`config.mk`:
```
export PLATFORM = sky130hd
export DESIGN_NAME = tpc_front
export DESIGN_NICKNAME = d
export VERILOG_FILES = /design/src/tpc_pkg.sv /design/src/tpc_front.sv
export SDC_FILE = /design/constraint.sdc
export NUM_CORES = 1
export LEC_CHECK = 0
export BUFFER_PORTS_ARGS = -buffer_cell sky130_fd_sc_hd__buf_2
export CAP_MARGIN = 15
export CELL_PAD_IN_SITES_DETAIL_PLACEMENT = 1
export CELL_PAD_IN_SITES_GLOBAL_PLACEMENT = 2
export CORE_MARGIN = 1
export CORE_UTILIZATION = 32
export DETAILED_ROUTE_END_ITERATION = 7
export PLACE_DENSITY = 0.88
export SLEW_MARGIN = 20
export SYNTH_ARGS = -nofsm -noshare
export SYNTH_HDL_FRONTEND = slang
export SYNTH_SLANG_ARGS = --single-unit
```
`constraint.sdc`:
```
create_clock -name clk -period 6.9 [get_ports clk]
set_input_delay 0.345 -clock clk [delete_from_list [all_inputs] [get_ports clk]]
set_output_delay 0.345 -clock clk [all_outputs]
set_load 0.02 [all_outputs]
```
`src/tpc_pkg.sv`:
```
package tpc_pkg;

  localparam int REGION_BITS  = 10;
  localparam int COUNT_BITS   = 32;
  localparam int BUDGET_BITS  = 24;
  localparam int ENTRY_BITS   = 10;
  localparam int USED_BITS    = 11;
  localparam int TABLE_DEPTH  = 1024;
  localparam int CMD_DEPTH    = 2;
  localparam int ADDR_BITS    = 3;
  localparam int DATA_BITS    = 32;

  localparam logic [BUDGET_BITS-1:0] BUDGET_RESET = '1;
  localparam logic [BUDGET_BITS-1:0] COUNTER_MAX  = '1;

  // register index as seen in paddr above the byte offset
  localparam logic [ADDR_BITS-3:0] REG_EVENT_BUDGET = '0;

  typedef enum logic [2:0] {
    ST_COUNTED  = 3'd0,
    ST_INSERTED = 3'd1,
    ST_UNKNOWN  = 3'd2,
    ST_TRACE    = 3'd3,
    ST_BUDGET   = 3'd4,
    ST_FULL     = 3'd5
  } status_t;

  typedef enum logic [1:0] {
    CMD_TRACE   = 2'd0,
    CMD_BUDGET  = 2'd1,
    CMD_UNKNOWN = 2'd2,
    CMD_PAIR    = 2'd3
  } cmd_kind_t;

  typedef struct packed {
    logic [REGION_BITS-1:0] region;
    logic                   region_known;
    logic                   trace_start;
    logic                   user_start;
  } in_item_t;

  typedef struct packed {
    status_t                status;
    logic [ENTRY_BITS-1:0]  entry_index;
    logic [REGION_BITS-1:0] from_region;
    logic [REGION_BITS-1:0] to_region;
    logic [COUNT_BITS-1:0]  pair_count;
    logic [USED_BITS-1:0]   entries_used;
  } out_item_t;

  typedef struct packed {
    cmd_kind_t              kind;
    logic                   clear;
    logic [REGION_BITS-1:0] from_region;
    logic [REGION_BITS-1:0] to_region;
  } cmd_t;

  typedef struct packed {
    logic [REGION_BITS-1:0] from_region;
    logic [REGION_BITS-1:0] to_region;
    logic [COUNT_BITS-1:0]  count;
  } tbl_entry_t;

endpackage

```
`src/tpc_front.sv`:
```
module tpc_front (
  input  logic                                clk,
  input  logic                                rst_n,
  input  logic                                push,
  input  tpc_pkg::in_item_t                   in_data,
  input  logic                                q_full,
  output logic                                q_wr,
  output tpc_pkg::cmd_t                       q_data,
  input  logic                                cfg_we,
  input  logic [tpc_pkg::BUDGET_BITS-1:0]     cfg_wdata,
  output logic [tpc_pkg::BUDGET_BITS-1:0]     budget
);

  localparam int RB = tpc_pkg::REGION_BITS;
  localparam int BB = tpc_pkg::BUDGET_BITS;

  logic [RB-1:0] prev_region_r, prev_region_nxt;
  logic          prev_known_r, prev_known_nxt;
  logic [BB-1:0] events_r, events_nxt;
  logic [BB-1:0] budget_r;
  logic [BB-1:0] ev_base, ev_inc;
  logic          accept;

  assign accept = push && !q_full;
  assign q_wr   = accept;
  assign budget = budget_r;

  // user start restarts the budget window before the trace start bump
  assign ev_base = in_data.user_start ? '0 : events_r;
  assign ev_inc  = (ev_base == tpc_pkg::COUNTER_MAX) ? ev_base : ev_base + BB'(1);

  always_comb begin
    prev_region_nxt    = prev_region_r;
    prev_known_nxt     = prev_known_r;
    events_nxt         = events_r;
    q_data.kind        = tpc_pkg::CMD_PAIR;
    q_data.clear       = in_data.user_start;
    q_data.from_region = prev_region_r;
    q_data.to_region   = in_data.region;
    if (in_data.user_start || in_data.trace_start) begin
      q_data.kind        = tpc_pkg::CMD_TRACE;
      q_data.from_region = '0;
      events_nxt         = ev_inc;
    end else if (events_r >= budget_r) begin
      q_data.kind = tpc_pkg::CMD_BUDGET;
    end else if (!prev_known_r || !in_data.region_known) begin
      q_data.kind = tpc_pkg::CMD_UNKNOWN;
    end else begin
      events_nxt = ev_inc;
    end
    if (accept) begin
      prev_region_nxt = in_data.region;
      prev_known_nxt  = in_data.region_known;
    end else begin
      events_nxt = events_r;
    end
  end

  always_ff @(posedge clk) begin
    if (!rst_n) begin
      prev_region_r <= '0;
      prev_known_r  <= 1'b0;
      events_r      <= '0;
      budget_r      <= tpc_pkg::BUDGET_RESET;
    end else begin
      prev_region_r <= prev_region_nxt;
      prev_known_r  <= prev_known_nxt;
      events_r      <= events_nxt;
      if (cfg_we) begin
        budget_r <= cfg_wdata;
      end
    end
  end

endmodule

```
==> impl_metrics.json <==
{
  "status": "completed",
  "synth.area.top_cells": "dfxtp_1, ha_1, nand2_1",
  "die_w_um": 107,
  "synth_ff_type": "dfxtp_1",
  "critical_path_buf_inv_count": 0,
  "worstPathCellList": "ha_1 -> and2_1 -> a221o_1 -> a221o_1 -> o21ai_0 -> o21ai_2 -> or4_1 -> a21oi_1",
  "multi_input_area_um2": 2020,
  "place_area_um2": 3960,
  "core_area_um2": 10500,
  "grt_pass1_wl_um": 17500,
  "nets": 583,
  "drtAntennaViolNets": 0,
  "portBuffers": 89,
  "syn_area_per_cell_um2": 7.79,
  "ir_drop_mv": 0.0653,
  "setup_violations": 0,
  "cpMostUsedCell": "a221o_1",
  "grt_max_degree": 55,
  "synth-seq-area-share_pct": 33.6,
  "critPathKind": "flip-flop to flip-flop",
  "rsz0062_at_grt": "no",
  "max_freq_mhz": 297,
  "fill_cells": 1323,
  "die_y_um": 107,
  "cp.arrival_ns": 3.64,
  "hold_path.class": "primary input to flip-flop",
  "pwr-share-comb_pct": 14.2,
  "start_util_pct": 33.4,
  "yosysWarningCount": 0,
  "hold_violations": 0,
  "drt-vias-per-instance": 5.44,
  "num_vias": 3571,
  "path_max_fanout": 29,
  "synth_common_cells": "nand2_1, dfxtp_1, a21oi_1",
  "worstPathRequired_ns": 7.17,
  "syn_inst": 451,
  "cts_buffers": 9,
  "synth_top_area_share_pct": 33.6,
  "p_sw_share_pct": 28.5,
  "grt_overflow": 0,
  "clock_latency_ns": 0.35,
  "dpl.cell_count": 641,
  "die_area_um2": 11400,
  "setup_slack_ns": 3.53,
  "start_kind": "flip-flop",
  "wl_per_cell_um": 16.2,
  "fin_cells": 657,
  "cell_internal_pwr_mw": 0.560,
  "netlist_area_um2": 3510,
  "fin_hold_ws_ns": 0.208,
  "leakage_nw": 1.84,
  "pwr-share-clk_pct": 39.8,
  "antennaDiodeCount": 0,
  "cp-end-kind": "flip-flop",
  "yosysUniqueCellTypes": 53,
  "tightest_slew_ns": 1.08,
  "switching_power_mw": 0.223,
  "synth.most_common_cell": "nand2_1",
  "grt_use_total_pct": 19.5,
  "period_share_pct": 48.8,
  "synth_edf_count": 0,
  "async_flop_share_pct": 0,
  "skew_ns": 0.00767,
  "pre_cts_slack_ns": 3.58,
  "drc_errors": 0,
  "drive_gt1_share_pct": 21.5,
  "ios": 90,
  "dpl.hpwl_um": 7790,
  "grt_pass1_vias": 3588,
  "cts_max_level": 3,
  "seq_area_um2": 1180,
  "syn_to_final_growth_pct": 18.0,
  "cts_setup_buffers": 0,
  "synth.largest_area_cell": "dfxtp_1",
  "ctsResizeCount": 0,
  "max_slew_margin_pct": 28.0,
  "fin_tns_setup_ns": 0,
  "cts_buffer_depth": 2,
  "antenna_found_initial": 0,
  "cts.sinks": 59,
  "routabilityCongestion": 0.780,
  "hold_buffers": 0,
  "tritoncts": "yes",
  "slowest_stage": "or4_1",
  "timing.max_cap.violations": 0,
  "path_delay_family": "compound AO/OA/AOI/OAI gates",
  "maxSlewViolCount": 0,
  "ys_seq_elements": 59,
  "p_seq_share_pct": 46.0,
  "first_pass_iters": 5,
  "final_core_util_pct": 39.5,
  "drt-total-wl_um": 10600,
  "power_mw": 0.783,
  "p_per_area_nw_per_um2": 189,
  "cts_root_buffer": "clkbuf_8",
  "drtIter0Drc": 144,
  "syn_nets": 518,
  "finalCriticalPeriod_ns": 3.37,
  "path_clk_slew_ns": 0.07,
  "fin_area_um2": 4150,
  "slowest_delay_ns": 0.58,
  "fp-row-count": 37
}
## cells by family (layout without fill, tap and decap cells)
group / Yosys count / count (layout) / share of synthesized area [%]
AO/OA/AOI/OAI: 112 / 112 / 21.0
AND/OR/NAND/NOR: 181 / 181 / 26.5
flip-flops: 59 / 59 / 33.6
adder cells (fa/ha/maj): 25 / 25 / 8.90
multiplexers: 4 / 4 / 1.14
buffers and inverters: 70 / 140 / 8.90
## final timing paths
kind                          from               end  slack (ns)  cells after the start
hold / removal       cfg_wdata[12]        budget[12]        0.21                      3
hold reg to reg   prev_region_r[8]  prev_region_r[8]        0.45                      2
setup / recovery      events_r[19]       events_r[4]        3.53                      8
setup reg to reg      events_r[19]       events_r[4]        3.53                      8
## flip-flops by register name, summed over array words and instances (netlist names)
| signal | count |
|---|---|
| budget | 24 |
| events_r | 24 |
| prev_known_r | 1 |
| prev_region_r | 10 |
## layout by cell type (no fill, tap or decap), drive strengths merged, types with 7 or more instances in the layout
master	synthesis	final
a21oi	39	39
a31oi	7	7
and2	17	17
buf	16	91
clkbuf	21	15
dfxtp	59	59
ha	25	25
inv	33	33
nand2	75	75
nand3	17	17
nand4	14	14
nor2	12	12
nor3	8	8
o211ai	27	27
o21ai	19	19
## worst reg2reg max path, cell delays in order, from the launching register on
cell	delay, ns
dfxtp_1	0.47
ha_1	0.31
and2_1	0.19
a221o_1	0.29
a221o_1	0.45
o21ai_0	0.46
o21ai_2	0.41
or4_1	0.59
a21oi_1	0.14
## area by class of cell
class                      instances  share of cell area [%]
tap                              136                    4.10
multi-input combinational        322                    48.7
sequential                        59                    28.5
clock inverter                     1                   0.121
clock buffer                      15                    4.49
timing repair buffer              91                    11.1
inverter                          33                    2.99
## power by group through the flow
stage | Combinational (mW) | Clock (mW) | Sequential [mW]
after detailed placement | 0.112 | 0 | 0.368
after global placement | 0.109 | 0 | 0.367
after global routing | 0.123 | 0.332 | 0.362
after CTS | 0.113 | 0.319 | 0.361
after floorplan | 0.0627 | 0 | 0.379
final | 0.111 | 0.312 | 0.361
## layer usage
layer,GRT usage (%),part of all wire [%],vias up
li1,-,-,1744
met4,7.53,1.8,0
met3,3.40,4.1,14
met1,25.1,46,1741
met2,32.4,48,72
met5,0,0,-
(Power assumes the default switching activity.)
