<file path="src/tpc_pkg.sv">
package tpc_pkg;

  localparam int REGION_BITS  = 10;
  localparam int COUNT_BITS   = 32;
  localparam int BUDGET_BITS  = 24;
  localparam int ENTRY_BITS   = 10;
  localparam int USED_BITS    = 11;
  localparam int TABLE_DEPTH  = 1024;
  localparam int CMD_DEPTH    = 2;
  localparam int ADDR_BITS    = 3;
  localparam int DATA_BITS    = 32;

  localparam logic [BUDGET_BITS-1:0] BUDGET_RESET = '1;
  localparam logic [BUDGET_BITS-1:0] COUNTER_MAX  = '1;

  // register index as seen in paddr above the byte offset
  localparam logic [ADDR_BITS-3:0] REG_EVENT_BUDGET = '0;

  typedef enum logic [2:0] {
    ST_COUNTED  = 3'd0,
    ST_INSERTED = 3'd1,
    ST_UNKNOWN  = 3'd2,
    ST_TRACE    = 3'd3,
    ST_BUDGET   = 3'd4,
    ST_FULL     = 3'd5
  } status_t;

  typedef enum logic [1:0] {
    CMD_TRACE   = 2'd0,
    CMD_BUDGET  = 2'd1,
    CMD_UNKNOWN = 2'd2,
    CMD_PAIR    = 2'd3
  } cmd_kind_t;

  typedef struct packed {
    logic [REGION_BITS-1:0] region;
    logic                   region_known;
    logic                   trace_start;
    logic                   user_start;
  } in_item_t;

  typedef struct packed {
    status_t                status;
    logic [ENTRY_BITS-1:0]  entry_index;
    logic [REGION_BITS-1:0] from_region;
    logic [REGION_BITS-1:0] to_region;
    logic [COUNT_BITS-1:0]  pair_count;
    logic [USED_BITS-1:0]   entries_used;
  } out_item_t;

  typedef struct packed {
    cmd_kind_t              kind;
    logic                   clear;
    logic [REGION_BITS-1:0] from_region;
    logic [REGION_BITS-1:0] to_region;
  } cmd_t;

  typedef struct packed {
    logic [REGION_BITS-1:0] from_region;
    logic [REGION_BITS-1:0] to_region;
    logic [COUNT_BITS-1:0]  count;
  } tbl_entry_t;

endpackage

</file>
<file path="src/tpc_cmd_fifo.sv">
module tpc_cmd_fifo (
  input  logic          clk,
  input  logic          rst_n,
  input  logic          wr_en,
  input  tpc_pkg::cmd_t wr_data,
  output logic          full,
  input  logic          rd_en,
  output tpc_pkg::cmd_t rd_data,
  output logic          empty
);

  localparam int DEPTH = tpc_pkg::CMD_DEPTH;
  localparam int PW    = (DEPTH > 1) ? $clog2(DEPTH) : 1;
  localparam int CW    = $clog2(DEPTH + 1);

  tpc_pkg::cmd_t   slot_r [DEPTH];
  logic [PW-1:0]   wr_ptr_r, wr_ptr_nxt;
  logic [PW-1:0]   rd_ptr_r, rd_ptr_nxt;
  logic [CW-1:0]   level_r, level_nxt;
  logic            do_wr, do_rd;

  assign full    = (level_r == CW'(DEPTH));
  assign empty   = (level_r == '0);
  assign do_wr   = wr_en && !full;
  assign do_rd   = rd_en && !empty;
  assign rd_data = slot_r[rd_ptr_r];

  always_comb begin
    wr_ptr_nxt = wr_ptr_r;
    rd_ptr_nxt = rd_ptr_r;
    level_nxt  = level_r;
    if (do_wr) begin
      wr_ptr_nxt = (wr_ptr_r == PW'(DEPTH - 1)) ? '0 : wr_ptr_r + PW'(1);
    end
    if (do_rd) begin
      rd_ptr_nxt = (rd_ptr_r == PW'(DEPTH - 1)) ? '0 : rd_ptr_r + PW'(1);
    end
    if (do_wr && !do_rd) begin
      level_nxt = level_r + CW'(1);
    end else if (do_rd && !do_wr) begin
      level_nxt = level_r - CW'(1);
    end
  end

  always_ff @(posedge clk) begin
    if (!rst_n) begin
      wr_ptr_r <= '0;
      rd_ptr_r <= '0;
      level_r  <= '0;
    end else begin
      wr_ptr_r <= wr_ptr_nxt;
      rd_ptr_r <= rd_ptr_nxt;
      level_r  <= level_nxt;
    end
  end

  always_ff @(posedge clk) begin
    if (do_wr) begin
      slot_r[wr_ptr_r] <= wr_data;
    end
  end

endmodule

</file>
<file path="config.mk">
export PLATFORM = sky130hd
export DESIGN_NAME = tpc_cmd_fifo
export DESIGN_NICKNAME = d
export VERILOG_FILES = /design/src/tpc_pkg.sv /design/src/tpc_cmd_fifo.sv
export SDC_FILE = /design/constraint.sdc
export NUM_CORES = 1
export LEC_CHECK = 0
export BUFFER_PORTS_ARGS = -buffer_cell sky130_fd_sc_hd__buf_2
export CORE_MARGIN = 10
export CORE_UTILIZATION = 46
export DETAILED_ROUTE_END_ITERATION = 7
export PLACE_DENSITY = 0.74
export SYNTH_ARGS = -nofsm -noshare
export SYNTH_HDL_FRONTEND = slang
export SYNTH_SLANG_ARGS = --single-unit
export TNS_END_PERCENT = 100
</file>
<file path="constraint.sdc">
create_clock -name clk -period 1.8 [get_ports clk]
set_input_delay 0.18 -clock clk [delete_from_list [all_inputs] [get_ports clk]]
set_output_delay 0.18 -clock clk [all_outputs]
set_load 0.005 [all_outputs]
</file>
==> impl_summary.log, run 1 <==
INFO  metric place.gp.congestion = 0.695
INFO  metric total_core_area = roughly 4000 um^2
INFO  metric drtAntennaViolNets = 0
INFO  metric via_per_inst = 4.92
INFO  metric die_width = 84 um
INFO  metric detail_route.wl_per_cell = between 15 and 20 um
INFO  metric syn-mean-instance-area = 19.6 um^2
INFO  metric final_count_of_negative_setup_slack_endpoints = 0
INFO  metric flow.area_growth_from_synthesis = 23.6%
INFO  metric netlist.area_leader.share = 0.733
INFO  metric clkLatencyLatePin = 0.29 ns
INFO  metric cts.sinks = 51
INFO  metric postLayoutCellArea = between 2000 and 2500 um^2
INFO  metric critPathKind = flip-flop to flip-flop
INFO  metric synth.cell_area = 1880 um^2
INFO  metric detailroute.via_count = roughly 1,000
INFO  metric layout-drive-gt1-share = 0.553
INFO  metric cts.root.buffer_cell = sky130_fd_sc_hd__clkbuf_8
INFO  metric synth_most_common_cell = sky130_fd_sc_hd__edfxtp_1
INFO  metric final.setup.worst_slack = 0.172 ns
INFO  metric synth_async_sr_flop_share = 0
INFO  metric comb_power_share = 0.282
INFO  metric hold_buffers = 0
INFO  metric detailedPlace.worstSlack = roughly 0.17 ns
INFO  metric startpoint_type = flip-flop
INFO  metric grt_max_degree = 18
INFO  metric slew_violations = 0
INFO  metric cts_post_setup_buffers_inserted = 0
INFO  metric slew_headroom = 0.845
INFO  metric seq_power_share = 0.518
INFO  metric number_of_detailed_route_iterations_in_the_first_pass = 3
INFO  metric cp.required = a little over 2 ns
INFO  metric synth.distinct_cells = 20
INFO  metric run_status = finished clean
INFO  metric groute.usage.overall = 0.101
INFO  metric ys_top_cells_by_area = sky130_fd_sc_hd__edfxtp_1 73%, sky130_fd_sc_hd__mux2_2 14%, sky130_fd_sc_hd__dfxtp_1 5.3%, sky130_fd_sc_hd__and2_1 1.0%, sky130_fd_sc_hd__xnor2_1 0.93%
INFO  metric largest_clock_skew_in_the_final_design = 0.00481 ns
INFO  metric grt_pass1_vias = 1,166
INFO  metric detail_route.drc_violations = 0
INFO  metric power_density = 1290 nW/um^2
INFO  metric synth-seq-cells = between 50 and 60
INFO  metric top_level_ports = 52
INFO  metric timing.hold.worst.start = wr_data[20]
INFO  metric clock_path_buffers = 2
INFO  metric power.leakage = between 0.8 and 0.9 nW
INFO  metric worstMarginPinSlew = 0.232 ns
INFO  metric min_period = 1.63 ns
INFO  metric yosys_warnings = 0
INFO  metric post_synthesis_cells = 96
INFO  metric drt-initial-drc-count = 80
INFO  metric antennaDiodeCount = 0
INFO  metric die-height = 84 um
INFO  metric rsz0062_at_grt = no
INFO  metric fmax = 614 MHz
INFO  metric worst-endpoint-arrival = 1.85 ns
INFO  metric detailedPlacementHpwl = 2.70 mm
INFO  metric tritoncts = yes
INFO  metric cellInternalPower = 2.21 mW
INFO  metric total_power = 3.01 mW
INFO  metric rr_startpoint = level_r[0]$_SDFFE_PN0P_
INFO  metric clockPowerShare = 0.200
INFO  metric synth_top_cell_by_area = sky130_fd_sc_hd__edfxtp_1
INFO  metric power.share.switching = 0.265
INFO  metric final_min_period_over_clock_period = 0.904
INFO  metric netlist_top_cells_count = 46 x sky130_fd_sc_hd__edfxtp_1, 23 x sky130_fd_sc_hd__mux2_2, 5 x sky130_fd_sc_hd__dfxtp_1
INFO  metric min-delay-path-class = input port to flip-flop
INFO  metric timing_hold_violations_final = 0
INFO  metric dominant_register_cell_in_the_synthesized_netlist = sky130_fd_sc_hd__edfxtp_1
INFO  metric layout.filler_cells = 321
INFO  metric floorplan.initialDensity = 0.474
INFO  metric worstSetupEndpointType = flip-flop
INFO  metric setup.worst_path.start = level_r[0]$_SDFFE_PN0P_
INFO  metric synth.net_count = 124
INFO  metric path_clk_slew = approximately 0.08 ns
INFO  metric postPlaceCellArea = 2240 um^2
INFO  metric fin_nets = ~190
INFO  metric seq_total_area_yosys = 0.786
INFO  metric fin_worst_hold_slack = 0.0671 ns
INFO  metric initial_antenna_violation_count = 0
INFO  metric die_area = between 7000 and 8000 um^2
INFO  metric wirelength = 3.50 mm
INFO  metric grt_overflow = 0
INFO  metric htreeDepth = 2
INFO  metric synth-edff-count = 46
INFO  metric count_of_buffers_from_port_buffering = 51
INFO  metric critPathMaxFanout = 5
INFO  metric net-switching-power = 797 uW
INFO  metric worst_ir_drop_vdd = approximately 0.64 mV
INFO  metric grt_first_pass_wirelength = 5.62 mm
INFO  metric std_cell_rows = 23
INFO  metric cts_repair_resize_count = 0
INFO  metric setup_tns = 0 ns
INFO  metric cts_buffers = 5
INFO  metric cap_violations = 0
INFO  metric r2r_setup_slack = 0.17 ns
==> stage by stage <==
stage / utilization / std cells
after detailed placement: 0.565 / 201
after floorplan: - / 96
after global placement: 0.565 / 201
after global routing: 0.586 / 209
final: 0.586 / 209
after CTS: 0.586 / 209
==> sequential cells by signal, summed over array words and instances, names as in the netlist, named ones only <==
signal and count:
slot_r 46, wr_ptr_r 1, rd_ptr_r 1, level_r 2
==> routing by layer <==
layer,vias up,global-route usage,wire (um)
met5,-,0,0
met4,0,0.0411,58
met3,6,0.0459,270
met2,35,0.174,1830
met1,498,0.104,1350
li1,489,-,-
==> cells in the final DEF, fill, tap and decap left out, types with 2 or more instances in the layout <==
master	count
sky130_fd_sc_hd__xnor2_1	2
sky130_fd_sc_hd__edfxtp_1	46
sky130_fd_sc_hd__nor2_1	2
sky130_fd_sc_hd__buf_2	51
sky130_fd_sc_hd__buf_4	6
sky130_fd_sc_hd__mux2_2	23
sky130_fd_sc_hd__clkbuf_8	5
sky130_fd_sc_hd__and2_1	3
sky130_fd_sc_hd__dfxtp_1	5
==> power groups by stage <==
stage	clock network [mW]	registers (mW)	logic (mW)
global placement	0	1.57	0.834
CTS	0.627	1.56	0.880
finish	0.603	1.56	0.848
floorplan	0	1.57	0.502
detailed placement	0	1.59	0.875
global route	0.680	1.58	0.942
==> cells by family after synthesis <==
logic type | after synthesis | share of synthesized area
flops | 51 | 0.786
mux | 23 | 0.137
simple gates | 9 | 0.0292
compound gates | 5 | 0.0173
buf+inv | 4 | 0.00929
xor+xnor | 3 | 0.0139
fa+ha+maj | 1 | 0.00664
==> area by class of cell <==
type | instances | area, um^2 | area share
Tap cell | 50 | 62.6 | 0.0269
Clock buffer | 6 | 72.6 | 0.0312
Timing Repair Buffer | 57 | 300 | 0.129
Clock inverter | 2 | 12.5 | 0.00537
Sequential cell | 51 | 1480 | 0.636
Inverter | 2 | 7.51 | 0.00322
Multi-Input combinational cell | 41 | 392 | 0.168
==> path summary, 6_finish.rpt <==
| check | endpoint | cells after the start |
|---|---|---|
| setup / recovery | level_r[1]$_SDFFE_PN0P_ | 7 |
| hold / removal | slot_r[1][20]$_DFFE_PP_ | 1 |
| setup reg to reg | level_r[1]$_SDFFE_PN0P_ | 7 |
| hold reg to reg | level_r[1]$_SDFFE_PN0P_ | 2 |
==> worst max-delay path, cell delays in order, from the launching register on <==
cell and delay [ns]:
sky130_fd_sc_hd__dfxtp_1 0.37, sky130_fd_sc_hd__nand2b_1 0.21, sky130_fd_sc_hd__inv_2 0.11, sky130_fd_sc_hd__nor2_1 0.05
sky130_fd_sc_hd__ha_1 0.22, sky130_fd_sc_hd__xor2_1 0.16, sky130_fd_sc_hd__or3_1 0.31, sky130_fd_sc_hd__a21boi_1 0.15
Power figures use the tool's default switching activity.
==> inputs of run 2 (changes only) <==
GPL_TIMING_DRIVEN = 0   (was unset)
==> impl_summary.log, run 2 (same netlist as run 1, synthesis figures left out) <==
INFO  metric place.gp.congestion = 0.684 (-1.6%)
INFO  metric slew_violations = 0 (unchanged)
INFO  metric die_width = 84 um (unchanged)
INFO  metric timing_hold_violations_final = 0 (unchanged)
INFO  metric std_cell_rows = 23 (unchanged)
INFO  metric critical_path_destination = level_r[1]$_SDFFE_PN0P_
INFO  metric largest_reg_flops = 46 (unchanged)
INFO  metric clockPowerShare = 0.193 (-0.007)
INFO  metric number_of_detailed_route_iterations_in_the_first_pass = 4 (+1)
INFO  metric flow.area_growth_from_synthesis = 22.4%
INFO  metric count_of_buffers_from_port_buffering = 51 (unchanged)
INFO  metric final.setup.worst_slack = 0.112 ns (-0.0598 ns)
INFO  metric run_status = finished clean
INFO  metric total_power = 2.98 mW (-1.0%)
INFO  metric drt-initial-drc-count = 98 (+23%)
INFO  metric seq_power_share = 0.531 (+0.013)
INFO  metric r2r_setup_slack = 0.11 ns (-0.06 ns)
INFO  metric timing.critical_path.buf_inv = 1 (unchanged)
INFO  metric net-switching-power = 797 uW (about the same)
INFO  metric worst_ir_drop_vdd = 0.758 mV (+19%)
INFO  metric max_flop_register = slot_r
INFO  metric min-delay-path-class = input port to flip-flop
INFO  metric drtAntennaViolNets = 0 (unchanged)
INFO  metric leading_cell_type_in_the_layout_fill_and_taps_excluded = sky130_fd_sc_hd__buf_2
INFO  metric power.share.switching = 0.268 (+0.00268)
INFO  metric cp.required = 2.01 ns (about the same)
INFO  metric groute.usage.overall = 0.0990 (-0.00218)
INFO  metric critPathMaxFanout = 5 (unchanged)
INFO  metric detailedPlacementHpwl = 2.53 mm (-6.2%)
INFO  metric comb_power_share = 0.276 (-0.006)
INFO  metric power.leakage = 0.874 nW (-2.1%)
INFO  metric layout.filler_cells = 319 (-0.62%)
INFO  metric power_density = 1290 nW/um^2 (about the same)
INFO  metric worstMarginPinSlew = 0.631 ns (+0.399 ns)
INFO  metric antennaDiodeCount = 0 (unchanged)
INFO  metric tritoncts = yes
INFO  metric cpLargestDelayFamily = simple AND/OR/NAND/NOR gates
INFO  metric total_core_area = 3970 um^2 (unchanged)
INFO  metric htreeDepth = 2 (unchanged)
INFO  metric layout_common_cells = 53 x sky130_fd_sc_hd__buf_2, 46 x sky130_fd_sc_hd__edfxtp_1, 23 x sky130_fd_sc_hd__mux2_2
INFO  metric critical_path.slowest_cell = sky130_fd_sc_hd__dfxtp_2
INFO  metric grt_max_degree = 24 (+6)
INFO  metric slew_headroom = 0.578 (-0.267)
INFO  metric setup.worst_path.start = level_r[0]$_SDFFE_PN0P_
INFO  metric die_area = 7060 um^2 (unchanged)
INFO  metric detail_route.wl_per_cell = 17.3 um (+3.5%)
INFO  metric timing.reg2reg.worst_path_depth = 6 (-1)
INFO  metric layout-drive-gt1-share = 0.568 (+0.0143)
INFO  metric detail_route.drc_violations = 0 (unchanged)
INFO  metric placedCellCount = 197 (-2.0%)
INFO  metric grt_overflow = 0 (unchanged)
INFO  metric grt_pass1_vias = 1,133 (-2.8%)
INFO  metric cap_violations = 0 (unchanged)
INFO  metric cp_num_cells = 6 (-1)
INFO  metric critPathKind = flip-flop to flip-flop
INFO  metric clkLatencyLatePin = 0.29 ns (about the same)
INFO  metric fmax = 592 MHz (-3.5%)
INFO  metric top_level_ports = 52 (unchanged)
INFO  metric via_per_inst = 4.98 (+1.3%)
INFO  metric cpPeakStageDelay = 0.36 ns (about the same)
INFO  metric floorplan.initialDensity = 0.474 (unchanged)
INFO  metric detailroute.via_count = 1,021 (-0.68%)
INFO  metric fin_nets = 183 (-1.6%)
INFO  metric die-height = 84 um (unchanged)
INFO  metric hold-path-cell-count = 1 (unchanged)
INFO  metric min_period = 1.69 ns (+0.0598 ns)
INFO  metric final_count_of_negative_setup_slack_endpoints = 0 (unchanged)
INFO  metric initial_antenna_violation_count = 0 (unchanged)
INFO  metric cellInternalPower = 2.18 mW (-1.4%)
INFO  metric layoutNonFillerInstCount = 205 (-1.9%)
INFO  metric cts.sinks = 51 (unchanged)
INFO  metric crit_chain = nand2b_1 > inv_2 > nor2_1 > ha_1 > or3_1 > a21boi_1
INFO  metric worstSetupEndpointType = flip-flop
INFO  metric final_min_period_over_clock_period = 0.938 (+0.0332)
INFO  metric postPlaceCellArea = 2210 um^2 (-1.6%)
INFO  metric detailedPlace.worstSlack = -0.168 ns (-0.342 ns)
INFO  metric path_clk_slew = 0.08 ns (about the same)
INFO  metric worst-endpoint-arrival = 1.90 ns (+0.05 ns)
INFO  metric cts.root.buffer_cell = sky130_fd_sc_hd__clkbuf_8
INFO  metric rsz0062_at_grt = no
INFO  metric grt_first_pass_wirelength = 5.50 mm (-2.1%)
INFO  metric wirelength = 3.56 mm (+1.5%)
INFO  metric cts_buffers = 5 (unchanged)
INFO  metric largest_clock_skew_in_the_final_design = 0.00411 ns (-0.000693 ns)
INFO  metric clock_path_buffers = 2 (unchanged)
INFO  metric layout_top_registers = slot_r x46, level_r x2
INFO  metric startpoint_type = flip-flop
INFO  metric postLayoutCellArea = 2310 um^2 (-0.97%)
INFO  metric setup_tns = 0 ns (unchanged)
INFO  metric rr_startpoint = level_r[0]$_SDFFE_PN0P_
INFO  metric reg_to_reg_critical_path_endpoint = level_r[1]$_SDFFE_PN0P_
run 2: worst reg2reg max path: cells and delay by family, from the launching register on:
kind / cells / cell delay, ns
adder cells (fa/ha/maj): 1 / 0.34
AO/OA/AOI/OAI: 1 / 0.16
buffers and inverters: 1 / 0.15
AND/OR/NAND/NOR: 3 / 0.61
flip-flops: 1 / 0.36
run 2: timing repair:
action | in CTS | in global routing
pin swaps | 1 | 0
gates resized for setup | 2 | 2
cloned | 1 | 0
endpoints found under the setup margin | 47 | 1
hold buffers | 0 | 0
setup buffers | 0 | 0
run 2: final cells by class:
cell class / count / area (um^2) / share of cell area
Clock buffer: 5 / 68.8 / 0.0298
Buffer: 2 / 10.0 / 0.00434
Sequential cell: 51 / 1480 / 0.644
Inverter: 2 / 7.51 / 0.00326
Tap cell: 50 / 62.6 / 0.0271
Clock inverter: 2 / 8.76 / 0.00380
Timing Repair Buffer: 51 / 255 / 0.111
Multi-Input combinational cell: 42 / 409 / 0.177
run 2: layer usage:
metal  part of all wire  global-route usage
met5                  0                   0
met3              0.081              0.0488
met1               0.37              0.0947
met4             0.0067              0.0274
met2               0.54               0.182
run 2: worst min path at each step:
stage,start,end,slack (ns)
after floorplan,wr_data[0],slot_r[0][0]$_DFFE_PP_,0.28
after global placement,wr_data[5],slot_r[0][5]$_DFFE_PP_,0.37
after detailed placement,wr_data[21],slot_r[0][21]$_DFFE_PP_,0.37
after CTS,wr_data[16],slot_r[0][16]$_DFFE_PP_,0.07
after global routing,wr_data[7],slot_r[0][7]$_DFFE_PP_,0.06
final,wr_data[16],slot_r[1][16]$_DFFE_PP_,0.07
run 2: stage by stage:
stage / hold slack [ns] / util
floorplan: 0.279 / -
global placement: 0.367 / 0.556
detailed placement: 0.371 / 0.556
CTS: 0.0661 / 0.580
global route: 0.0576 / 0.581
finish: 0.0742 / 0.581
run 2: power by group through the flow:
stage | Combinational [mW] | Clock (mW) | Sequential (mW)
final | 0.823 | 0.575 | 1.58
after global routing | 0.902 | 0.650 | 1.60
after floorplan | 0.502 | 0 | 1.57
after global placement | 0.784 | 0 | 1.58
after CTS | 0.847 | 0.591 | 1.58
after detailed placement | 0.817 | 0 | 1.60
